[config.mk]
export PLATFORM = sky130hd
export DESIGN_NAME = hpt_fifo
export DESIGN_NICKNAME = d
export VERILOG_FILES = /design/src/sv/hpt_pkg.sv /design/src/sv/hpt_fifo.sv
export SDC_FILE = /design/constraint.sdc
export NUM_CORES = 1
export LEC_CHECK = 0
export ABC_CLOCK_PERIOD_IN_PS = 30000
export BUFFER_PORTS_ARGS = -buffer_cell sky130_fd_sc_hd__buf_2
export CAP_MARGIN = 20
export CORE_AREA = 4 4 203 205
export DETAILED_ROUTE_END_ITERATION = 6
export DIE_AREA = 0 0 207 209
export GPL_ROUTABILITY_DRIVEN = 0
export GPL_TIMING_DRIVEN = 1
export PLACE_DENSITY = 0.82
export SLEW_MARGIN = 20
export SYNTH_ARGS = -nofsm -noshare
export SYNTH_HDL_FRONTEND = slang
export SYNTH_SLANG_ARGS = --single-unit
[constraint.sdc]
create_clock -name i_clk -period 30 [get_ports i_clk]
set_input_delay 1.5 -clock i_clk [delete_from_list [all_inputs] [get_ports i_clk]]
set_output_delay 1.5 -clock i_clk [all_outputs]
set_load 0.005 [all_outputs]
[src/sv/hpt_pkg.sv]
// hpt_pkg: shared types, constants and reset values for the point transform
// no dependencies; imported by every module of the block
`default_nettype none
package hpt_pkg;
    localparam int FRAC_BITS  = 16;
    localparam int FIX_W      = 32;
    localparam int PROD_W     = 64;
    localparam int SUM_W      = 66;
    localparam int NUM_REGS   = 8;
    localparam int REG_IDX_W  = $clog2(NUM_REGS);
    localparam int CFG_IDX_W  = REG_IDX_W + 1;
    localparam int CFG_W      = 64;
    localparam int DIV_BITS   = 32;
    localparam int FIFO_DEPTH = 2;
    localparam int NUM_COLS   = 4;
    localparam int COL_W      = 3;

    // register indexes of the matrix bank
    localparam logic [REG_IDX_W-1:0] REG_ROW0_COLS01 = 3'd0;
    localparam logic [REG_IDX_W-1:0] REG_ROW0_COLS23 = 3'd1;
    localparam logic [REG_IDX_W-1:0] REG_ROW1_COLS01 = 3'd2;
    localparam logic [REG_IDX_W-1:0] REG_ROW1_COLS23 = 3'd3;
    localparam logic [REG_IDX_W-1:0] REG_ROW2_COLS01 = 3'd4;
    localparam logic [REG_IDX_W-1:0] REG_ROW2_COLS23 = 3'd5;
    localparam logic [REG_IDX_W-1:0] REG_ROW3_COLS01 = 3'd6;
    localparam logic [REG_IDX_W-1:0] REG_ROW3_COLS23 = 3'd7;

    typedef logic signed [FIX_W-1:0] t_fix;

    typedef struct packed {
        t_fix in_x;
        t_fix in_y;
        t_fix in_z;
    } t_point;

    typedef struct packed {
        t_fix out_x;
        t_fix out_y;
        t_fix out_z;
        logic w_was_zero;
        logic saturated;
    } t_result;

    // column sums as sign and magnitude, column 3 is w
    typedef struct packed {
        logic [NUM_COLS-1:0]              neg;
        logic [NUM_COLS-1:0][PROD_W-1:0]  mag;
        logic                             w_zero;
    } t_job;

    localparam logic [CFG_W-1:0] ONE_LO = CFG_W'(64'd1 << FRAC_BITS);
    localparam logic [CFG_W-1:0] ONE_HI = CFG_W'(64'd1 << (FRAC_BITS + FIX_W));

    // identity matrix
    function automatic logic [CFG_W-1:0] reset_row(input logic [REG_IDX_W-1:0] idx);
        logic [CFG_W-1:0] v;
        case (idx)
            REG_ROW0_COLS01: v = ONE_LO;
            REG_ROW1_COLS01: v = ONE_HI;
            REG_ROW2_COLS23: v = ONE_LO;
            REG_ROW3_COLS23: v = ONE_HI;
            default:         v = '0;
        endcase
        return v;
    endfunction
endpackage
`default_nettype wire

[src/sv/hpt_fifo.sv]
// hpt_fifo: short queue of jobs between front and back
// depends on hpt_pkg
`default_nettype none
module hpt_fifo (
    input  wire logic          i_clk,
    input  wire logic          i_rst_n,
    input  wire logic          i_push,
    input  wire hpt_pkg::t_job i_job,
    input  wire logic          i_pop,
    output logic               o_empty,
    output logic               o_full,
    output hpt_pkg::t_job      o_job
);
    import hpt_pkg::*;

    localparam int PTR_W = $clog2(FIFO_DEPTH);
    localparam int CNT_W = $clog2(FIFO_DEPTH + 1);

    t_job             r_mem [FIFO_DEPTH];
    logic [PTR_W-1:0] r_wr, r_rd;
    logic [CNT_W-1:0] r_cnt;
    logic             w_push, w_pop;

    assign w_push  = i_push && !o_full;
    assign w_pop   = i_pop && !o_empty;
    assign o_empty = (r_cnt == '0);
    assign o_full  = (r_cnt == CNT_W'(FIFO_DEPTH));
    assign o_job   = r_mem[r_rd];

    always_ff @(posedge i_clk) begin
        if (!i_rst_n) begin
            r_wr  <= '0;
            r_rd  <= '0;
            r_cnt <= '0;
        end else begin
            if (w_push) begin
                r_wr <= r_wr + 1'b1;
            end
            if (w_pop) begin
                r_rd <= r_rd + 1'b1;
            end
            r_cnt <= r_cnt + CNT_W'(w_push) - CNT_W'(w_pop);
        end
    end

    always_ff @(posedge i_clk) begin
        if (w_push) begin
            r_mem[r_wr] <= i_job;
        end
    end
endmodule
`default_nettype wire

==> results of run 1 <==
==> power groups by stage <==
stage                     logic, W  clock network [W]  registers [W]
after detailed placement  0.000562                  0        0.00101
after floorplan           0.000363                  0        0.00103
after CTS                 0.000564           0.000629       0.000991
final                     0.000555           0.000614       0.000990
after global routing      0.000592           0.000665       0.000999
after global placement    0.000552                  0       0.000998
==> critical path, stage by stage, from the launching register on <==
cell and delay, ns:
sky130_fd_sc_hd__dfxtp_4 0.70, sky130_fd_sc_hd__buf_4 0.76, sky130_fd_sc_hd__buf_4 0.82, sky130_fd_sc_hd__mux2_4 0.36
sky130_fd_sc_hd__buf_2 0.13
==> area by class of cell <==
| cell class | count | area share, % |
|---|---|---|
| sequential | 527 | 64.1 |
| multi-input combinational | 280 | 15.4 |
| timing repair buffer | 539 | 11.1 |
| clock buffer | 67 | 5.60 |
| tap | 525 | 2.67 |
| clock inverter | 29 | 0.991 |
| antenna | 12 | 0.122 |
| inverter | 3 | 0.0457 |
==> worst paths after layout <==
check / from / end / slack (ns) / depth (start not counted)
worst min register to register: r_rd / flip-flop / 0.53 / 2
worst min-delay path: r_rd / flip-flop / 0.53 / 2
worst max register to register: r_cnt[0] / r_mem[0][236] / 26.51 / 5
worst max-delay path: flip-flop / o_job[95] / 25.05 / 4
==> kinds of logic after synthesis <==
kind of cell,count (synthesis),share of synthesized area (%)
multiplexers,262,18.5
flip-flops,527,79.5
AND/OR/NAND/NOR,13,0.315
adder cells (fa/ha/maj),2,0.126
XOR/XNOR,2,0.0883
buffers and inverters,32,1.48
AO/OA/AOI/OAI,1,0.0378
==> Yosys cell counts <==
cell,instances
sky130_fd_sc_hd__edfxtp_1,522
sky130_fd_sc_hd__xnor2_1,1
sky130_fd_sc_hd__and2_1,2
sky130_fd_sc_hd__nand2b_1,2
sky130_fd_sc_hd__mux2_2,71
sky130_fd_sc_hd__inv_1,3
sky130_fd_sc_hd__mux2i_1,1
sky130_fd_sc_hd__and3_1,1
sky130_fd_sc_hd__nor3_1,1
sky130_fd_sc_hd__nor2_1,5
sky130_fd_sc_hd__ha_1,2
sky130_fd_sc_hd__mux2_4,190
sky130_fd_sc_hd__buf_6,22
sky130_fd_sc_hd__o21a_1,1
sky130_fd_sc_hd__xor2_1,1
sky130_fd_sc_hd__nand2_1,2
sky130_fd_sc_hd__buf_2,7
sky130_fd_sc_hd__dfxtp_1,5
==> cell usage in the layout, fill, tap and decap left out, drive strengths merged <==
cell	netlist	final
xnor2	1	1
clkbuf	0	67
dfxtp	5	5
edfxtp	522	522
nand2	2	2
mux2	261	261
o21a	1	1
inv	3	5
nor3	1	1
nor2	5	5
nand2b	2	2
and2	2	2
bufinv	0	4
clkinv	0	22
xor2	1	1
mux2i	1	1
buf	29	539
ha	2	2
diode	0	12
and3	1	1
clkinvlp	0	1
==> metrics by stage <==
stage,setup slack (ns),total power (W)
floorplan,16.71,0.00139
global placement,25.44,0.00155
detailed placement,25.41,0.00157
CTS,24.94,0.00218
global route,24.84,0.00226
finish,25.05,0.00216
==> layer usage <==
layer | global-route usage [%] | up-vias | wire, µm
li1 | - | 4498 | -
met1 | 22.3 | 4952 | 15800
met2 | 33.8 | 415 | 22700
met3 | 5.84 | 91 | 3450
met4 | 7.09 | 12 | 1290
met5 | 0 | - | 72
==> state kept, by name, summed over array words and instances (netlist names), named ones only <==
| register | flops |
|---|---|
| r_wr | 1 |
| r_cnt | 2 |
| r_rd | 1 |
| r_mem | 522 |
==> flow_summary.toml, run 1 <==
[global_routing]
gr-total-overflow = 0
grt_pass1_vias = 10600
antenna_found_initial = 16
wire_length_of_the_first_global_routing_pass_um = 63600
groute.usage.overall_pct = 19.2
grt_max_degree = 72

[final_layout]
fillerInstances = 2749
final_util_pct = 62.4
layout-drive-gt1-share_pct = 60.2
final_cell_area_um2 = 24600
multi_input_combinational_cell_area_um2 = 3790
seq_area_um2 = 15800
fin_cells = 1982
design.final.nets = 1670
flow.area_growth_from_synthesis_pct = 24.1

[clocking]
clk_path_buf_depth = 3
postCtsResizedCells = 0
clkLatencyLatePin_ns = 0.56
tritoncts = "yes"
cts-htree-levels = 2
cts_setup_buffers = 0
clk_transition_reported_paths_ns = 0.06
cts-root-buf = "sky130_fd_sc_hd__clkbuf_16"
clock_sinks = 527
postCtsHoldBufs = 0
cts_made_buffers = 52

[sta]
hold_ws_ns = 0.528
max_slew_margin_pct = 28.2
fin_crit_sh_pct = 16.5
maxClockFrequency_ghz = 0.202
fin_tns_setup_ns = 0
worst_slew_pin_slew_ns = 1.08
worst_clock_skew_ns = 0.0144
finalSetupViolCount = 0
hold_violations = 0
final.min_clock_period_ns = 4.95
maxSlewViolCount = 0
rsz0062_at_grt = "false"

[synthesis]
post-synth-top-area-fraction_pct = 79.0
synth_seq_cells = 527
yosys_synthesis_warning_count = 0
mappedNetlistNets = 1106
netlist.top_cell.by_area = "sky130_fd_sc_hd__edfxtp_1"
synth.yosys.seq_area_share_pct = 79.5
mean_syn_cell_area_um2 = 23.7
synth_top_cells_by_area = "sky130_fd_sc_hd__edfxtp_1 (79%), sky130_fd_sc_hd__mux2_4 (14%), sky130_fd_sc_hd__mux2_2 (4.0%)"
yosysUniqueCellTypes = 18
synth_cells = 839
syn-cell-area_um2 = 19800

[pwr]
power.sequential.fraction_pct = 45.9
swShare_pct = 25.8
power.internal_w = 0.00160
pwr-share-clk_pct = 28.4
peakVddDrop_mv = 0.0632
combPwrFrac_pct = 25.7
leakagePower_nw = 9.54
power.density_nw_per_um2 = 87.7
power.net_switching_w = 0.000556

[setup_path]
endpoint_kind = "output pin"
start_kind = "flip-flop"
worstSetupPathType = "flip-flop to output pin"
critical_path.max_fanout = 56
crit_required_ns = 28.50
timing.critical_path.arrival_ns = 3.45

[floorplanning]
core.rowCount = 73
die-width_um = 207
boundaryPins = 528
design.die.area_um2 = 43300
die_height_um = 209
initial_core_util_pct = 50.3
coreArea_um2 = 39500

[drt]
drt_wl_total_um = 43300
num_vias = 9968
drc_errors = 0
drt-vias-per-instance = 5.03
detailedRoute.firstPassIterationCount = 5
drtIter0Drc = 667
wl_per_cell_um = 21.9
postRouteAntennaNets = 0

[placement]
placed_cells = 1873
placement.cell_area_um2 = 23000
io_buffers = 527
post-dp-hpwl_um = 30600

[hold_path]
timing.hold.worst.class = "flip-flop to flip-flop"

[run_status]
outcome = "completed"

[run]
cap_viol_max_count = 0
(Power assumes the default switching activity.)
==> run 2, diff against run 1 <==
Settings changed: ABC_AREA set to 1, ABC_CLOCK_PERIOD_IN_PS 30000 to 4500, CORE_AREA 4 4 203 205 to unset, CORE_MARGIN set to 4, CORE_UTILIZATION set to 47, DIE_AREA 0 0 207 209 to unset, PLACE_DENSITY 0.82 to 0.8.
Clock period 30 ns to 4.5 ns, I/O delays scaled along.
==> run 2 against run 1 <==
Global-route usage rose by 2.0 points. Clock power rose to 7.1 times the previous value. Critical endpoint is now o_job[11]. Via count rose by 15%. Highest routed layer is now met4. Wire length rose by 17%. Synthesized cell count rose by 1.3%. Register-to-register slack got worse by 24 ns.
==> flow_summary.toml, run 2 <==
[global_routing]
wire_length_of_the_first_global_routing_pass_um = 73100
gr-total-overflow = 0
antenna_found_initial = 6
grt_max_degree = 70
grt_pass1_vias = 12500
groute.usage.overall_pct = 21.2

[synthesis]
synth_seq_cells = 527
netlist.top_cell.by_area = "sky130_fd_sc_hd__edfxtp_1"
synthTopCellsByCount = "sky130_fd_sc_hd__edfxtp_1 (522), sky130_fd_sc_hd__mux2_4 (190), sky130_fd_sc_hd__mux2_2 (71)"
synth.yosys.seq_area_share_pct = 79.4
synthFlopType = "sky130_fd_sc_hd__edfxtp_1"
syn-cell-area_um2 = 19900
mappedNetlistNets = 1117
yosysUniqueCellTypes = 12
synth-edff-count = 522
yosys_synthesis_warning_count = 0
synth_top_cells_by_area = "sky130_fd_sc_hd__edfxtp_1 (79%), sky130_fd_sc_hd__mux2_4 (14%), sky130_fd_sc_hd__mux2_2 (4.0%)"
post-synth-top-area-fraction_pct = 78.9
mean_syn_cell_area_um2 = 23.4
synth_cells = 850
post-synth-top-count-cell = "sky130_fd_sc_hd__edfxtp_1"
synth_async_sr_flop_share_pct = 0

[final_layout]
final_cell_area_um2 = 27600
seq_area_um2 = 15800
most_common_cell_after_layout_fill_and_taps_aside = "sky130_fd_sc_hd__buf_2"
design.final.nets = 1963
multi_input_combinational_cell_area_um2 = 3790
final_cell_mix = "sky130_fd_sc_hd__buf_2 (527), sky130_fd_sc_hd__edfxtp_1 (522), sky130_fd_sc_hd__dlygate4sd3_1 (264), sky130_fd_sc_hd__mux2_4 (190), sky130_fd_sc_hd__mux2_2 (71)"
layout-drive-gt1-share_pct = 52.0
registers_with_the_highest_flip_flop_counts = "r_mem (522), r_cnt (2)"
flow.area_growth_from_synthesis_pct = 39.0
fillerInstances = 2596
largest_register_ff_count = 522
regMostFlops = "r_mem"
fin_cells = 2277

[pwr]
combPwrFrac_pct = 24.4
power.net_switching_w = 0.00369
swShare_pct = 25.7
power.density_nw_per_um2 = 521
power.internal_w = 0.0107
power.sequential.fraction_pct = 45.2
leakagePower_nw = 10.8
peakVddDrop_mv = 0.404
pwr-share-clk_pct = 30.4

[clocking]
cts-htree-levels = 2
clk_transition_reported_paths_ns = 0.06
clock_sinks = 527
cts-root-buf = "sky130_fd_sc_hd__clkbuf_16"
cts_setup_buffers = 0
clk_path_buf_depth = 3
clkLatencyLatePin_ns = 0.57
tritoncts = "yes"
postCtsResizedCells = 0
cts_made_buffers = 51

[drt]
postRouteAntennaNets = 0
drt-vias-per-instance = 5.03
wl_per_cell_um = 22.3
drt_wl_total_um = 50900
drc_errors = 0
num_vias = 11500
drtIter0Drc = 802
detailedRoute.firstPassIterationCount = 5

[sta]
worst_slack_ns = 1.66
maxSlewViolCount = 0
worst_slew_pin_slew_ns = 0.970
finalSetupViolCount = 0
worst_clock_skew_ns = 0.0152
final.min_clock_period_ns = 2.84
hold_violations = 0
rsz0062_at_grt = "false"
maxClockFrequency_ghz = 0.352
fin_crit_sh_pct = 63.1
max_slew_margin_pct = 35.2

[setup_path]
timing.critical_path.arrival_ns = 2.61
start_kind = "flip-flop"
critical_path_buf_inv_count = 2
worstSetupPathType = "flip-flop to output pin"
endpoint_kind = "output pin"
critical_path.max_fanout = 54
critical-path-max-stage-delay_ns = 0.98
crit_chain = "buf_4, mux2_2, buf_2"
critical_path.top_delay_family = "flip-flops"
crit_required_ns = 4.28
critical-path-slowest-cell = "sky130_fd_sc_hd__dfxtp_4"

[floorplanning]
initial_core_util_pct = 47.4
coreArea_um2 = 41900
die_height_um = 214
core.rowCount = 75
boundaryPins = 528
die-width_um = 214
design.die.area_um2 = 45600

[run_status]
outcome = "completed"

[hold_path]
timing.hold.worst.class = "primary input to flip-flop"

[placement]
pre_cts_slack_ns = 2.17
post-dp-hpwl_um = 29800
placement.cell_area_um2 = 23300
io_buffers = 527
placed_cells = 1918

[run]
cap_viol_max_count = 0
-- run 2: cell families (layout without fill, tap and decap cells) --
| logic type | Yosys count | in the layout | share of synthesized area, % |
|---|---|---|---|
| adders and majority gates | 2 | 2 | 0.126 |
| DFF | 527 | 527 | 79.4 |
| muxes | 261 | 261 | 18.4 |
| other | 0 | 6 | 0 |
| AOI/OAI and AO/OA | 2 | 2 | 0.0504 |
| buffers and inverters | 38 | 920 | 1.59 |
| and+or+nand+nor | 20 | 20 | 0.397 |
-- run 2: repair_timing --
item	CTS	global route
hold buffers	264	0
hold endpoints to repair	527	0
endpoints found under the setup margin	0	0
-- run 2: power by group through the flow --
stage	clock network, W	registers [W]	logic [W]
final	0.00438	0.00651	0.00351
after global routing	0.00469	0.00656	0.00372
after CTS	0.00440	0.00648	0.00347
after detailed placement	0	0.00658	0.00325
after global placement	0	0.00653	0.00321
after floorplan	0	0.00655	0.00203
-- run 2: stage by stage --
| stage | utilization (%) | power [W] | hold WS, ns | setup TNS, ns |
|---|---|---|---|---|
| 2_1_floorplan | - | 0.00858 | 0.318 | -155.18 |
| 3_3_place_gp | 55.6 | 0.00974 | 0.412 | 0 |
| 3_5_place_dp | 55.6 | 0.00983 | 0.416 | 0 |
| 4_1_cts | 65.9 | 0.0144 | 0.332 | 0 |
| 5_1_grt | 66.0 | 0.0150 | 0.368 | 0 |
| 6_report | 66.0 | 0.0144 | 0.387 | 0 |
-- run 2: routing by layer --
metal  track usage, %  vias to the layer above  wire, µm
met1             23.4                     5721     17800
met3             4.42                      129      3370
met5                0                        -         0
met4             9.82                        0      2190
met2             39.1                      528     27600
li1                 -                     5077         -
-- run 2: worst paths after layout --
| check | from | end | slack (ns) | depth (start not counted) |
|---|---|---|---|---|
| worst max-delay path | flip-flop | o_job[11] | 1.66 | 3 |
| worst min-delay path | i_job[148] | r_mem[1][148] | 0.39 | 2 |
| worst max register to register | r_cnt[0] | r_mem[1][205] | 2.23 | 5 |
| worst min register to register | r_rd | flip-flop | 0.51 | 2 |
-- run 2: cell type report --
type	instances	share of cell area, %
antenna	6	0.0544
tap	539	2.44
inverter	9	0.136
sequential	527	57.2
multi-input combinational	285	13.7
timing repair buffer	822	20.3
clock buffer	61	4.91
clock inverter	28	1.25
-- run 2: worst reg2reg max path, cell delays in order (launching register included) --
cell and delay (ns):
sky130_fd_sc_hd__dfxtp_2 0.34, sky130_fd_sc_hd__inv_2 0.08, sky130_fd_sc_hd__nand2_4 0.06, sky130_fd_sc_hd__nand3_2 0.10, sky130_fd_sc_hd__clkinvlp_4 0.76, sky130_fd_sc_hd__buf_4 0.61
==> run 3, diff against run 2 <==
Settings changed: ABC_AREA 1 to 0, ABC_CLOCK_PERIOD_IN_PS 4500 to 2800, CORE_AREA set to 4 4 205 207, CORE_MARGIN 4 to unset, CORE_UTILIZATION 47 to unset, DIE_AREA set to 0 0 209 211, PLACE_DENSITY 0.8 to 0.81.
Clock period 4.5 ns to 2.8 ns, I/O delays scaled along.
==> run 3 against run 2 <==
Count of clock-buffer cells in the layout is 9 higher. Non-clock buffer count is 12 lower. Worst setup slack worse by 1.1 ns. Sequential share of layout area is 0.53 points higher. Sequential power is 63% higher. Clock skew hardly changed. Via count is 0.29% lower. Largest cell class unchanged.
==> flow_summary.toml, run 3 (synthesis gave the netlist of run 1 again) <==
[clocking]
cts_setup_buffers = 0
cts-htree-levels = 2
clkLatencyLatePin_ns = 0.57
tritoncts = "yes"
clk_path_buf_depth = 3
cts_made_buffers = 52
clock_sinks = 527
cts-root-buf = "sky130_fd_sc_hd__clkbuf_16"
clk_transition_reported_paths_ns = 0.06

[placement]
io_buffers = 527
placed_cells = 1889
post-dp-hpwl_um = 29700

[final_layout]
layout-drive-gt1-share_pct = 51.5
multi_input_combinational_cell_area_um2 = 3800
registers_with_the_highest_flip_flop_counts = "r_mem (522), r_cnt (2)"
final_cell_mix = "sky130_fd_sc_hd__buf_2 (527), sky130_fd_sc_hd__edfxtp_1 (522), sky130_fd_sc_hd__dlygate4sd3_1 (263), sky130_fd_sc_hd__mux2_4 (190), sky130_fd_sc_hd__mux2_2 (71)"
design.final.nets = 1941
fillerInstances = 2490
seq_area_um2 = 15800
largest_register_ff_count = 522
fin_cells = 2250
regMostFlops = "r_mem"
flow.area_growth_from_synthesis_pct = 37.9
most_common_cell_after_layout_fill_and_taps_aside = "sky130_fd_sc_hd__buf_2"

[pwr]
peakVddDrop_mv = 0.716
swShare_pct = 26.9
power.net_switching_w = 0.00633
pwr-share-clk_pct = 26.8
power.sequential.fraction_pct = 44.8
overall_power_w = 0.0235
combPwrFrac_pct = 28.4
leakagePower_nw = 10.7
power.density_nw_per_um2 = 861
power.internal_w = 0.0172

[drt]
detailedRoute.firstPassIterationCount = 5
wl_per_cell_um = 22.4
drtIter0Drc = 627
drt_wl_total_um = 50400
drt-vias-per-instance = 5.08
drc_errors = 0
postRouteAntennaNets = 0
num_vias = 11400

[setup_path]
worstSetupPathType = "flip-flop to output pin"
start_kind = "flip-flop"
crit_required_ns = 2.66
timing.critical_path.arrival_ns = 2.11
critical_path.max_fanout = 87
endpoint_kind = "output pin"

[sta]
max_slew_margin_pct = 48.9
final.min_clock_period_ns = 2.25
rsz0062_at_grt = "false"
hold_violations = 0
worst_slew_pin_slew_ns = 0.767
maxClockFrequency_ghz = 0.444
fin_tns_setup_ns = 0
maxSlewViolCount = 0
finalSetupViolCount = 0
fin_crit_sh_pct = 80.5
worst_clock_skew_ns = 0.0152

[floorplanning]
design.die.area_um2 = 44100
core.rowCount = 74
die_height_um = 211
initial_core_util_pct = 49.2
coreArea_um2 = 40400
boundaryPins = 528
die-width_um = 209

[run_status]
outcome = "completed"

[global_routing]
grt_max_degree = 113
antenna_found_initial = 6
wire_length_of_the_first_global_routing_pass_um = 74100
groute.usage.overall_pct = 21.9
gr-total-overflow = 0
grt_pass1_vias = 12500

[run]
cap_viol_max_count = 0

[hold_path]
timing.hold.worst.class = "primary input to flip-flop"
-- run 3: metrics by stage --
| stage | hold slack [ns] | cell area [µm²] | utilization, % | setup slack, ns |
|---|---|---|---|---|
| 2_1_floorplan | 0.239 | 19900 | - | -2.00 |
| 3_3_place_gp | 0.328 | 23200 | 57.4 | 1.06 |
| 3_5_place_dp | 0.331 | 23200 | 57.4 | 1.02 |
| 4_1_cts | 0.0285 | 27300 | 67.7 | 0.523 |
| 5_1_grt | 0.0740 | 27400 | 67.8 | 0.493 |
| 6_report | 0.0693 | 27400 | 67.8 | 0.547 |
-- run 3: final timing paths --
check,depth (start not counted),end,slack [ns],from
worst max-delay path,3,o_job[247],0.55,flip-flop
worst min-delay path,4,r_rd,0.07,i_pop
worst max register to register,7,r_cnt[1],0.93,r_cnt[1]
worst min register to register,2,r_rd,0.52,r_rd
-- run 3: per-layer routing --
layer	routed length [µm]	part of all wire, %	GRT usage, %
met4	2320	4.6	10.3
met1	17500	35	24.1
met2	26900	53	40.1
met3	3680	7.3	5.47
met5	27	0.054	0
-- run 3: timing repair --
| item | in CTS | in global routing |
|---|---|---|
| hold buffers | 263 | 0 |
| resized for setup | 0 | 0 |
| endpoints found under the hold margin | 527 | 0 |
-- run 3: area by class of cell --
class | instances | share of cell area, %
Antenna cell | 5 | 0.0457
Clock buffer | 70 | 5.15
Clock inverter | 23 | 0.421
Inverter | 3 | 0.0412
Multi-Input combinational cell | 280 | 13.9
Sequential cell | 527 | 57.7
Tap cell | 532 | 2.43
Timing Repair Buffer | 810 | 20.3
-- run 3: worst max-delay path, cell delays in order (launching register included) --
cell and delay [ns]:
sky130_fd_sc_hd__dfxtp_4 0.40, sky130_fd_sc_hd__buf_12 0.40, sky130_fd_sc_hd__mux2_2 0.41, sky130_fd_sc_hd__buf_2 0.13
-- run 3: power by group through the flow --
stage	Sequential [W]	Clock, W	Combinational [W]
3_5_place_dp	0.0107	0	0.00624
3_3_place_gp	0.0106	0	0.00617
4_1_cts	0.0105	0.00637	0.00660
5_1_grt	0.0106	0.00681	0.00704
6_report	0.0106	0.00630	0.00669
2_1_floorplan	0.0107	0	0.00390
